## config.mk

```make
export PLATFORM = sky130hd
export DESIGN_NAME = hpq_cmp
export DESIGN_NICKNAME = d
export VERILOG_FILES = /design/src/rtl/hpq_pkg.sv /design/src/rtl/hpq_cmp.sv
export SDC_FILE = /design/constraint.sdc
export NUM_CORES = 1
export LEC_CHECK = 0
export ABC_AREA = 1
export BUFFER_PORTS_ARGS = -buffer_cell sky130_fd_sc_hd__buf_2
export CAP_MARGIN = 10
export CORE_UTILIZATION = 45
export DETAILED_ROUTE_END_ITERATION = 10
export PLACE_DENSITY = 0.91
export SLEW_MARGIN = 20
export SYNTH_ARGS = -nofsm -noshare
export SYNTH_HDL_FRONTEND = slang
export SYNTH_SLANG_ARGS = --single-unit
```

## constraint.sdc

```tcl
create_clock -name vclk -period 2.9
set_input_delay 0.58 -clock vclk [all_inputs]
set_output_delay 0.58 -clock vclk [all_outputs]
set_load 0.02 [all_outputs]
```

## src/rtl/hpq_pkg.sv

```systemverilog
// Package for the binary max-heap priority queue.
// Holds the sizing constants, operation and status codes, and the structs
// shared by the sequencer, the compare unit and the top level.
`default_nettype none

package hpq_pkg;

  // Number of keys the heap can hold.
  localparam int CAPACITY = 256;
  localparam int ADDR_W   = $clog2(CAPACITY);
  localparam int CNT_W    = $clog2(CAPACITY + 1);
  localparam int KEY_W    = 32;
  localparam int STATUS_W = 2;
  localparam int COUNT_W  = 9;

  // Operation codes on the input channel.
  localparam logic FUNC_INSERT = 1'b0;
  localparam logic FUNC_REMOVE = 1'b1;

  // Status codes on the result channel.
  localparam logic [STATUS_W-1:0] ST_OK    = 2'd0;
  localparam logic [STATUS_W-1:0] ST_EMPTY = 2'd1;
  localparam logic [STATUS_W-1:0] ST_FULL  = 2'd2;

  // One cycle's access to the key store: one write and one read.
  typedef struct packed {
    logic                     we;
    logic [ADDR_W-1:0]        waddr;
    logic signed [KEY_W-1:0]  wdata;
    logic                     re;
    logic [ADDR_W-1:0]        raddr;
  } mem_req_t;

  // Operands of the shared compare unit.
  typedef struct packed {
    logic signed [KEY_W-1:0] a;
    logic signed [KEY_W-1:0] b;
  } cmp_req_t;

  // Result of the shared compare unit.
  typedef struct packed {
    logic                    gt;
    logic signed [KEY_W-1:0] max;
  } cmp_res_t;

endpackage

`default_nettype wire

```

## src/rtl/hpq_cmp.sv

```systemverilog
// Shared signed key compare unit: flags a > b and passes on the larger key.
// Depends on hpq_pkg for the operand and result structs.
`default_nettype none

module hpq_cmp (
  input  wire hpq_pkg::cmp_req_t req,
  output hpq_pkg::cmp_res_t      res
);
  import hpq_pkg::*;

  always_comb begin
    res.gt  = (req.a > req.b);
    res.max = res.gt ? req.a : req.b;
  end

endmodule

`default_nettype wire

```

* After elaboration in Yosys (flattened, before gate mapping)
Index checks and enable logic that the tools add are counted.
Operators by class: shift-type cells 0, order comparisons 1, eq/ne operators 0, bitwise gates (word level) 0, reductions and logical operators 0, divide/modulo/power cells 0, muxes and demuxes 1, add/sub/neg operators 0, $mul 0
Operators by type and width (count):
- > comparator 32 bit | 1
- two-way mux 32 bit | 1
Word-level totals: bits in read-only memories 0, latch bits 0, logic and storage cells 2, register bits 0, memories kept 0, output and inout port bits 33, memory bits (writable) 0

* Logic depth before layout (Yosys ltp)
Gate-level depths: netlist of the first run.
word-level depth 2, mapped depth 18, mapped depth without buffers 17

* Worst setup path before layout of the first run
OpenSTA, ideal clock, no wires.
kind input to output, start input port req[31] (netlist name), end output port res[10] (netlist name), path buffers 1, setup slack 263 ps, required time 2320 ps, arrival time 2057 ps, stages on the path 12, cell sequence inv_1 -> ha_1 -> nand2_1 -> nor2_2 -> nand2_1 -> inv_1 -> a21oi_1 -> nand2_1 -> nand2_2 -> buf_2 -> nand4_1 -> nand2_1
RTL lines:
- start, declared | line hpq_cmp.sv:6 | input wire hpq_pkg::cmp_req_t req,
- end, declared | line hpq_cmp.sv:7 | output hpq_pkg::cmp_res_t res

==> summary.txt, run 1 <==
Avg Vias per Cell: 5.60
Max VDD drop: 218 uV
Multiplexer share of the synthesized area: 0
Final hold violations: 0
Layout cells sized above 1: 0.594
Initial cell density of the core: 0.472
Die Span Y: 58.4 um
Cts hold-fix bufs: 0
Area of the die: 0.00341 mm^2
Crit. End Element: output pin
Vias in the first global route: 1,677
First-pass GRT wire length: 6.40 mm
Mean area per synthesized cell: 5.56 um^2
Core footprint: 0.00303 mm^2
Unrepaired setup endpoints after global routing: yes
Most frequent cells in the layout: 61 x nand2_1, 56 x buf_2, 42 x buf_6
Status: complete, but fails checks
Most common cell after layout, fill and taps aside: nand2_1
Clock buffers: 0
Die width: 58.4 um
Post-Synth Adder-Cell Area: 0.280
Minimum clock period: 3080 ps
Register area: 0 um^2
Worst-path maximum fanout: 18
Setup TNS Final: -4390 ps
Fin. max-slew vios: 0
Routed len/inst: 15.9 um
WHS: 1440 ps
Final worst-path cycle share: 1.06
Synth Cell Area: 0.00143 mm^2
Max-slew headroom: 0.877
Netlist cell types: 19
Largest family of logic cells by synthesized area: simple AND/OR/NAND/NOR gates
Power Density: 291 mW/mm^2
Detailed Place HPWL: 3.25 mm
I/O Buffers: 97
Synthesis warning total: 0
Final setup violation count: 33
Seq cells: 0
Via count: 2,234
Cells after Synth: 257
Worst Path Arrival: 2500 ps
Post-Synth Simple-Gate Area: 0.484
Worst slew pin tran: 183 ps
Startpoint Class: input pin
Failing checks: negative setup slack
DRC viols: 0
Req. time, crit path: 2320 ps
Antenna Cells: 0
Grt ovf: 0
GPL Wtd Cong: 0.769
Hold crit path type: input pin to output pin
P&R area growth vs syn: 94.4%
Initial antenna violation count: 0
Post-synthesis net count: 353
Critical path class: input pin to output pin
Routed Antenna Nets: 0
# IOs: 97
Post-synthesis sequential area ratio: 0
Compound-gate portion of the synthesized area: 0.0717
Synth Area in XOR/XNOR: 0
Overall Global Routing Usage: 0.223
Setup ws final: -182 ps
# rows: 20
Max-cap violations: 0
Final nets: 453
TritonRoute pass-1 iters: 4
Initial DRC count: 127
Drt total wl: 6.36 mm
Largest net degree at the start of global routing: 19
Pleak: 1.48 nW
F_max: 324 MHz
## per-layer routing
layer  part of all wire  track usage  up-vias
li1                   -            -     1047
met1               0.37        0.270     1018
met2               0.52        0.461      127
met3              0.061      0.00220       42
met4              0.052            0        0
met5                  0            0        -
## worst max-delay path, cell delays in order
cell     delay [ps]
buf_2           130
inv_2            60
ha_4            210
nand2_2          80
inv_2            40
nand2_1          70
nand2_1          80
nand2_1         100
nand2_1          60
nand2_1          80
nand2_1          90
nand2_2         110
nand2_2          80
nand2_4         120
nand3_4         130
buf_12          180
nand2_1          80
nand2_1          80
buf_6           140
## final cells by class
type	instances	area, um^2
Fill cell	131	248
Timing Repair Buffer	110	893
Multi-Input combinational cell	203	1670
Inverter	42	163
Tap cell	44	55.1
## kinds of logic after synthesis
family | Yosys count
AO/OA/AOI/OAI | 19
adder cells (fa/ha/maj) | 32
buffers and inverters | 54
AND/OR/NAND/NOR | 152
## metrics by stage
| stage | total power [W] | cells | setup WS (ps) | instance area (um^2) | util |
|---|---|---|---|---|---|
| 2_1_floorplan | 0.000335 | 257 | 263 | 1430 | - |
| 3_3_place_gp | 0.000506 | 397 | 49.3 | 2000 | 0.661 |
| 3_5_place_dp | 0.000515 | 397 | -40.0 | 2000 | 0.661 |
| 4_1_cts | 0.000518 | 397 | 8.14 | 2010 | 0.663 |
| 5_1_grt | 0.000858 | 399 | -318 | 2780 | 0.918 |
| 6_report | 0.000808 | 399 | -182 | 2780 | 0.918 |
## power breakdown
group | internal (W) | switching (W)
combinational | 0.000375 | 0.000433
clock | 0 | 0
sequential | 0 | 0
total | 0.000375 | 0.000433
## repair_timing
item,4_1_cts,5_1_grt
endpoints found under the setup margin,32,33
gates cloned,0,1
endpoints found under the hold margin,0,0
setup buffers,0,1
gates resized for setup,2,188
pin swaps,1,29
## final timing paths
check | from | to | cells past startpoint | slack [ps]
max | req[2] | res[19] | 19 | -180
min | req[3] | res[3] | 4 | 1440
## synth_stat cells, drive strengths merged
master	count	area, um^2
a21o	1	7.51
a21oi	14	70.1
buf	9	66.3
clkbuf	3	11.3
ha	32	400
inv	42	158
nand2	103	389
nand3	4	37.5
nand4	34	213
nor2	10	40.0
nor3b	1	12.5
o21a	2	15.0
o21ai	2	10.0
Note: power is estimated with default switching activity, not from simulation.
==> run 2: changes to the inputs <==
--- a/config.mk
+++ b/config.mk
@@ -6,11 +6,11 @@
 export NUM_CORES = 1
 export LEC_CHECK = 0
 export ABC_AREA = 1
-export BUFFER_PORTS_ARGS = -buffer_cell sky130_fd_sc_hd__buf_2
 export CAP_MARGIN = 10
-export CORE_UTILIZATION = 45
+export CORE_UTILIZATION = 53
 export DETAILED_ROUTE_END_ITERATION = 10
-export PLACE_DENSITY = 0.91
+export DONT_BUFFER_PORTS = 1
+export PLACE_DENSITY = 0.73
 export SLEW_MARGIN = 20
 export SYNTH_ARGS = -nofsm -noshare
 export SYNTH_HDL_FRONTEND = slang
==> summary.txt, run 2 (synthesis results as in run 1) <==
Status: completed
Area of the die: 0.00291 mm^2
Placed cell area: 0.00147 mm^2
Seq cells: 0
Worst slew pin tran: 201 ps
Final Instance Area: 0.00155 mm^2
Unrepaired setup endpoints after global routing: no
Max-cap violations: 0
Initial cell density of the core: 0.567
Initial antenna violation count: 0
# IOs: 97
Req. time, crit path: 2320 ps
Final nets: 352
Die width: 53.9 um
Routed Antenna Nets: 0
TritonRoute pass-1 iters: 4
Via count: 1,570
Most common cell after layout, fill and taps aside: nand2_1
P&R area growth vs syn: 8.22%
# rows: 18
Routed len/inst: 11.6 um
Core footprint: 0.00252 mm^2
Largest net degree at the start of global routing: 22
Vias in the first global route: 1,045
Overall Global Routing Usage: 0.190
Fin. max-slew vios: 0
Register area: 0 um^2
Initial DRC count: 13
Final hold violations: 0
Grt ovf: 0
Layout cells sized above 1: 0.154
Pleak: 0.949 nW
First-pass GRT wire length: 4.26 mm
Max VDD drop: 203 uV
Hold path depth: 2
Cts hold-fix bufs: 0
Hold Startpoint: req[4]
Max-slew headroom: 0.866
Worst-path maximum fanout: 21
Setup TNS Final: 0 ps
Antenna Cells: 0
Worst path most repeated cell: nand2_1
I/O Buffers: 0
Post-layout power: 0.000406 W
Final setup violation count: 0
F_max: 365 MHz
CP bufs+invs: 2
Critical Path Stages: 13
Gate family responsible for the most delay along the worst path: simple AND/OR/NAND/NOR gates
WHS: 1300 ps
DRC viols: 0
Post-CTS sizing: 0
Multi-input logic area: 0.00127 mm^2
GPL Wtd Cong: 0.752
Detailed Place HPWL: 2.64 mm
CP cell instances: inv_1 -> ha_4 -> nand2_1 -> nor2_2 -> nand2_1 -> nor3b_2 -> nand2_1 -> nand2_1 -> nand2_2 -> nand3_4 -> buf_12 -> nand2_1 -> nand2_1
Power Density: 262 mW/mm^2
Hold Path End: res[4]
Final worst-path cycle share: 0.945
Crit-path slowest cell: ha_4
Fillers: 273
Setup repair bufs after CTS: 0
Most frequent cells in the layout: 80 x nand2_1, 42 x inv_1, 34 x nand4_1
Minimum clock period: 2740 ps
Worst Path Arrival: 2160 ps
Crit. End Element: output pin
Critical path class: input pin to output pin
Hold crit path type: input pin to output pin
Avg Vias per Cell: 5.53
Startpoint Class: input pin
Crit path largest cell delay: 280 ps
Clock buffers: 0
Drt total wl: 3.28 mm
Die Span Y: 53.9 um
-- run 2: how the worst max path moves through the flow --
stage | start | endpoint
after floorplan | req[31] | res[10]
after global placement | req[31] | res[0]
after detailed placement | req[31] | res[0]
after CTS | req[31] | res[0]
after global routing | req[11] | res[11]
final | req[31] | res[11]
-- run 2: routing by layer --
layer / wire length, um / global-route usage
met3: 215 / 0.0141
met5: 0 / 0
met4: 0 / 0
met1: 1490 / 0.279
met2: 1580 / 0.315
-- run 2: cell type report --
| class | count | area share |
|---|---|---|
| inverter | 42 | 0.102 |
| multi-input combinational | 203 | 0.820 |
| tap | 30 | 0.0243 |
| timing repair buffer | 9 | 0.0542 |
-- run 2: where the power goes --
| part | total, W | switching, W | internal [W] |
|---|---|---|---|
| registers | 0 | 0 | 0 |
| clock network | 0 | 0 | 0 |
| logic | 0.000406 | 0.000278 | 0.000127 |
| total | 0.000406 | 0.000278 | 0.000127 |
-- run 2: stage by stage --
| stage | util | setup slack, ps | cells |
|---|---|---|---|
| global placement | 0.583 | 128 | 284 |
| CTS | 0.583 | 61.6 | 284 |
| global route | 0.614 | 1.21 | 284 |
| floorplan | - | 263 | 257 |
| detailed placement | 0.583 | 66.1 | 284 |
| finish | 0.614 | 160 | 284 |
==> run 3: changes to the inputs <==
--- a/config.mk
+++ b/config.mk
@@ -5,12 +5,11 @@
 export SDC_FILE = /design/constraint.sdc
 export NUM_CORES = 1
 export LEC_CHECK = 0
-export ABC_AREA = 1
+export BUFFER_PORTS_ARGS = -buffer_cell sky130_fd_sc_hd__buf_2
 export CAP_MARGIN = 10
 export CORE_UTILIZATION = 53
 export DETAILED_ROUTE_END_ITERATION = 10
-export DONT_BUFFER_PORTS = 1
-export PLACE_DENSITY = 0.73
+export PLACE_DENSITY = 0.9
 export SLEW_MARGIN = 20
 export SYNTH_ARGS = -nofsm -noshare
 export SYNTH_HDL_FRONTEND = slang
==> summary.txt, run 3 <==
Synthesis warning total: 0
Top cell type's share of synthesized area: 0.149
Worst ep type: top-level output
Top post-synthesis cells by area: ha_1 15%, nand4b_1 10%, nand2_1 9.8%
# IOs: 97
Netlist cell types: 28
GPL Wtd Cong: 0.902
Most common cell in the netlist: nand2_1
Multiplexer share of the synthesized area: 0
Post-synthesis net count: 516
Worst_ep grt: res[24]
Die Span Y: 73.3 um
Area leader, netlist: ha_1
Compound-gate portion of the synthesized area: 0.351
Synth Cell Area: 0.00269 mm^2
Dpl cells: 635
I/O Buffers: 97
Cells after Synth: 420
Status: aborted with a tool error
# rows: 25
Error: [ERROR DPL-0038] Utilization greater than 100%, impossible to legalize
Post-Synth Simple-Gate Area: 0.364
Mean area per synthesized cell: 6.41 um^2
Synth Area in XOR/XNOR: 0
Placed cell area: 0.00397 mm^2
Post-Synth Adder-Cell Area: 0.149
Initial cell density of the core: 0.559
Cts hold-fix bufs: 0
Die width: 73.3 um
Largest net degree at the start of global routing: 41
Largest family of logic cells by synthesized area: simple AND/OR/NAND/NOR gates
Top cells by count, synth: 70 x nand2_1, 40 x nand4_1, 34 x inv_1, 34 x nor2_1, 33 x a22oi_1
Post-synthesis sequential area ratio: 0
Detailed Place HPWL: 7.97 mm
Stopped at: 5_1_grt
==> run 3: cell types whose count changed after synthesis, moves of 3 or more <==
cell	previous run	this run
a22oi_1	0	33
a31oi_1	0	32
buf_1	0	4
buf_2	5	8
buf_6	3	8
clkbuf_1	3	25
inv_1	42	34
nand2_1	102	70
nand4_1	34	40
nand4b_1	0	32
nor2_1	9	34
o211ai_1	0	13
o211ai_2	0	20
o21ai_0	2	5
==> run 3: timing repair <==
item                       in CTS
setup endpoints to repair      33
gates cloned                    1
gates resized for setup       111
setup buffers                  14
pin swaps                      36
==> run 3: cells by family after synthesis <==
kind of cell	count (synthesis)
AO/OA/AOI/OAI	123
adder cells (fa/ha/maj)	32
buffers and inverters	79
AND/OR/NAND/NOR	186
==> run 3: stage by stage <==
stage | setup slack [ps] | hold WS (ps)
floorplan | -104 | 1380
global placement | -411 | 1540
detailed placement | -561 | 1560
CTS | -391 | 1520
==> run 4: changes to the inputs <==
--- a/config.mk
+++ b/config.mk
@@ -7,9 +7,9 @@
 export LEC_CHECK = 0
 export BUFFER_PORTS_ARGS = -buffer_cell sky130_fd_sc_hd__buf_2
 export CAP_MARGIN = 10
-export CORE_UTILIZATION = 53
+export CORE_UTILIZATION = 38
 export DETAILED_ROUTE_END_ITERATION = 10
-export PLACE_DENSITY = 0.9
+export PLACE_DENSITY_LB_ADDON = 0.15
 export SLEW_MARGIN = 20
 export SYNTH_ARGS = -nofsm -noshare
 export SYNTH_HDL_FRONTEND = slang
==> summary.txt, run 4 <==
Max-slew headroom: 0.702
# rows: 30
F_max: 299 MHz
Compound-gate portion of the synthesized area: 0.351
Final Core Density: 0.659
Req. time, crit path: 2320 ps
Clock power share: 0
Top post-synthesis cells by area: ha_1 15%, nand4b_1 10%, nand2_1 9.8%
Detailed Place HPWL: 7.08 mm
Grt ovf: 0
I/O Buffers: 97
Multiplexer share of the synthesized area: 0
Comb pwr share: 1.000
Placed cell area: 0.00403 mm^2
Power Density: 203 mW/mm^2
Internal: 0.000412 W
Register area: 0 um^2
Post-synthesis sequential area ratio: 0
Hold crit path type: input pin to output pin
Reg power frac: 0
Synthesis warning total: 0
Area of the die: 0.00743 mm^2
Seq cells: 0
Post-Synth Adder-Cell Area: 0.149
Worst slew pin tran: 443 ps
Cell Count, Final, Fillers Out: 678
Most frequent cells in the layout: 104 x buf_4, 70 x nand2_1, 70 x buf_2
Netlist cell types: 28
Startpoint Class: input pin
Avg Vias per Cell: 5.94
Largest net degree at the start of global routing: 47
Synth Area in XOR/XNOR: 0
First-pass GRT wire length: 16.4 mm
Routed Antenna Nets: 0
Worst-path maximum fanout: 7
Routed len/inst: 15.4 um
Final worst-path cycle share: 1.15
Die Span Y: 86.2 um
Area leader, netlist: ha_1
Failing checks: negative setup slack
GPL Wtd Cong: 0.834
Sw Share: 0.549
Initial DRC count: 289
Drt total wl: 10.5 mm
Die width: 86.2 um
Final nets: 680
Largest family of logic cells by synthesized area: simple AND/OR/NAND/NOR gates
Core footprint: 0.00683 mm^2
Antenna Cells: 0
Final setup violation count: 33
Top cells by count, synth: 70 x nand2_1, 40 x nand4_1, 34 x inv_1, 34 x nor2_1, 33 x a22oi_1
Cts hold-fix bufs: 0
TritonRoute pass-1 iters: 5
P&R area growth vs syn: 67.1%
Pre-CTS setup slack: -648 ps
Cells after Synth: 420
Post-synthesis net count: 516
Overall Global Routing Usage: 0.265
Most common cell after layout, fill and taps aside: buf_4
Via count: 4,029
WHS: 1520 ps
Vias in the first global route: 3,726
Fin. max-slew vios: 0
Worst Path Arrival: 2760 ps
Most common cell in the netlist: nand2_1
DRC viols: 0
Switching pwr: 0.000502 W
Final hold violations: 0
Dpl cells: 665
Pleak: 2.03 nW
Mean area per synthesized cell: 6.41 um^2
Max VDD drop: 124 uV
Crit. End Element: output pin
Setup ws final: -441 ps
Critical path class: input pin to output pin
Status: complete, but fails checks
Clock buffers: 0
Unrepaired setup endpoints after global routing: yes
Minimum clock period: 3340 ps
Final Instance Area: 0.00450 mm^2
Initial antenna violation count: 0
Initial cell density of the core: 0.394
# IOs: 97
Max-cap violations: 0
Post-Synth Simple-Gate Area: 0.364
Layout cells sized above 1: 0.467
Top cell type's share of synthesized area: 0.149
Synth Cell Area: 0.00269 mm^2
## run 4: cell counts after synthesis
Identical to the previous run, type by type.
## run 4: cell families after synthesis
group | Yosys count
AO/OA/AOI/OAI | 123
adder cells (fa/ha/maj) | 32
AND/OR/NAND/NOR | 186
buffers and inverters | 79
## run 4: layout make-up
cell class	count	area [um^2]
timing repair buffer	207	1600
inverter	34	158
multi-input combinational	341	2620
fill	621	2330
tap	96	120
## run 4: worst max-delay path: stages
cell	delay [ps]
buf_2	90
inv_1	60
ha_4	270
nand4_1	140
or4_4	620
buf_4	220
o211ai_1	210
a22oi_1	100
a31oi_1	180
nand4b_1	120
buf_2	170
## run 4: layer usage
layer,vias up,routed length [um],global-route usage
met3,30,585,0.0171
met2,178,5150,0.483
met1,1890,4420,0.330
met5,-,0,0
met4,0,315,0.0879
li1,1931,-,-
## run 4: timing repair
action / 4_1_cts / 5_1_grt
gates cloned: 4 / 0
pin swaps: 23 / 13
setup endpoints to repair: 33 / 33
buffers inserted: 6 / 3
gates resized for setup: 65 / 11
## run 4: power groups by stage
stage | sequential (W) | clock (W) | combinational (W)
CTS | 0 | 0 | 0.000888
finish | 0 | 0 | 0.000913
global route | 0 | 0 | 0.000991
global placement | 0 | 0 | 0.000822
detailed placement | 0 | 0 | 0.000838
floorplan | 0 | 0 | 0.000482
## run 4: stage by stage
step | TNS [ps] | total power [W]
finish | -12080 | 0.000913
CTS | -11520 | 0.000888
floorplan | -3170 | 0.000482
global placement | -17150 | 0.000822
global route | -15410 | 0.000991
detailed placement | -18470 | 0.000838
## run 4: path summary, 6_finish.rpt
kind  slack [ps]  depth (start not counted)  endpoint     from
min         1520                          4   res[12]  req[12]
max         -440                         11   res[21]  req[21]
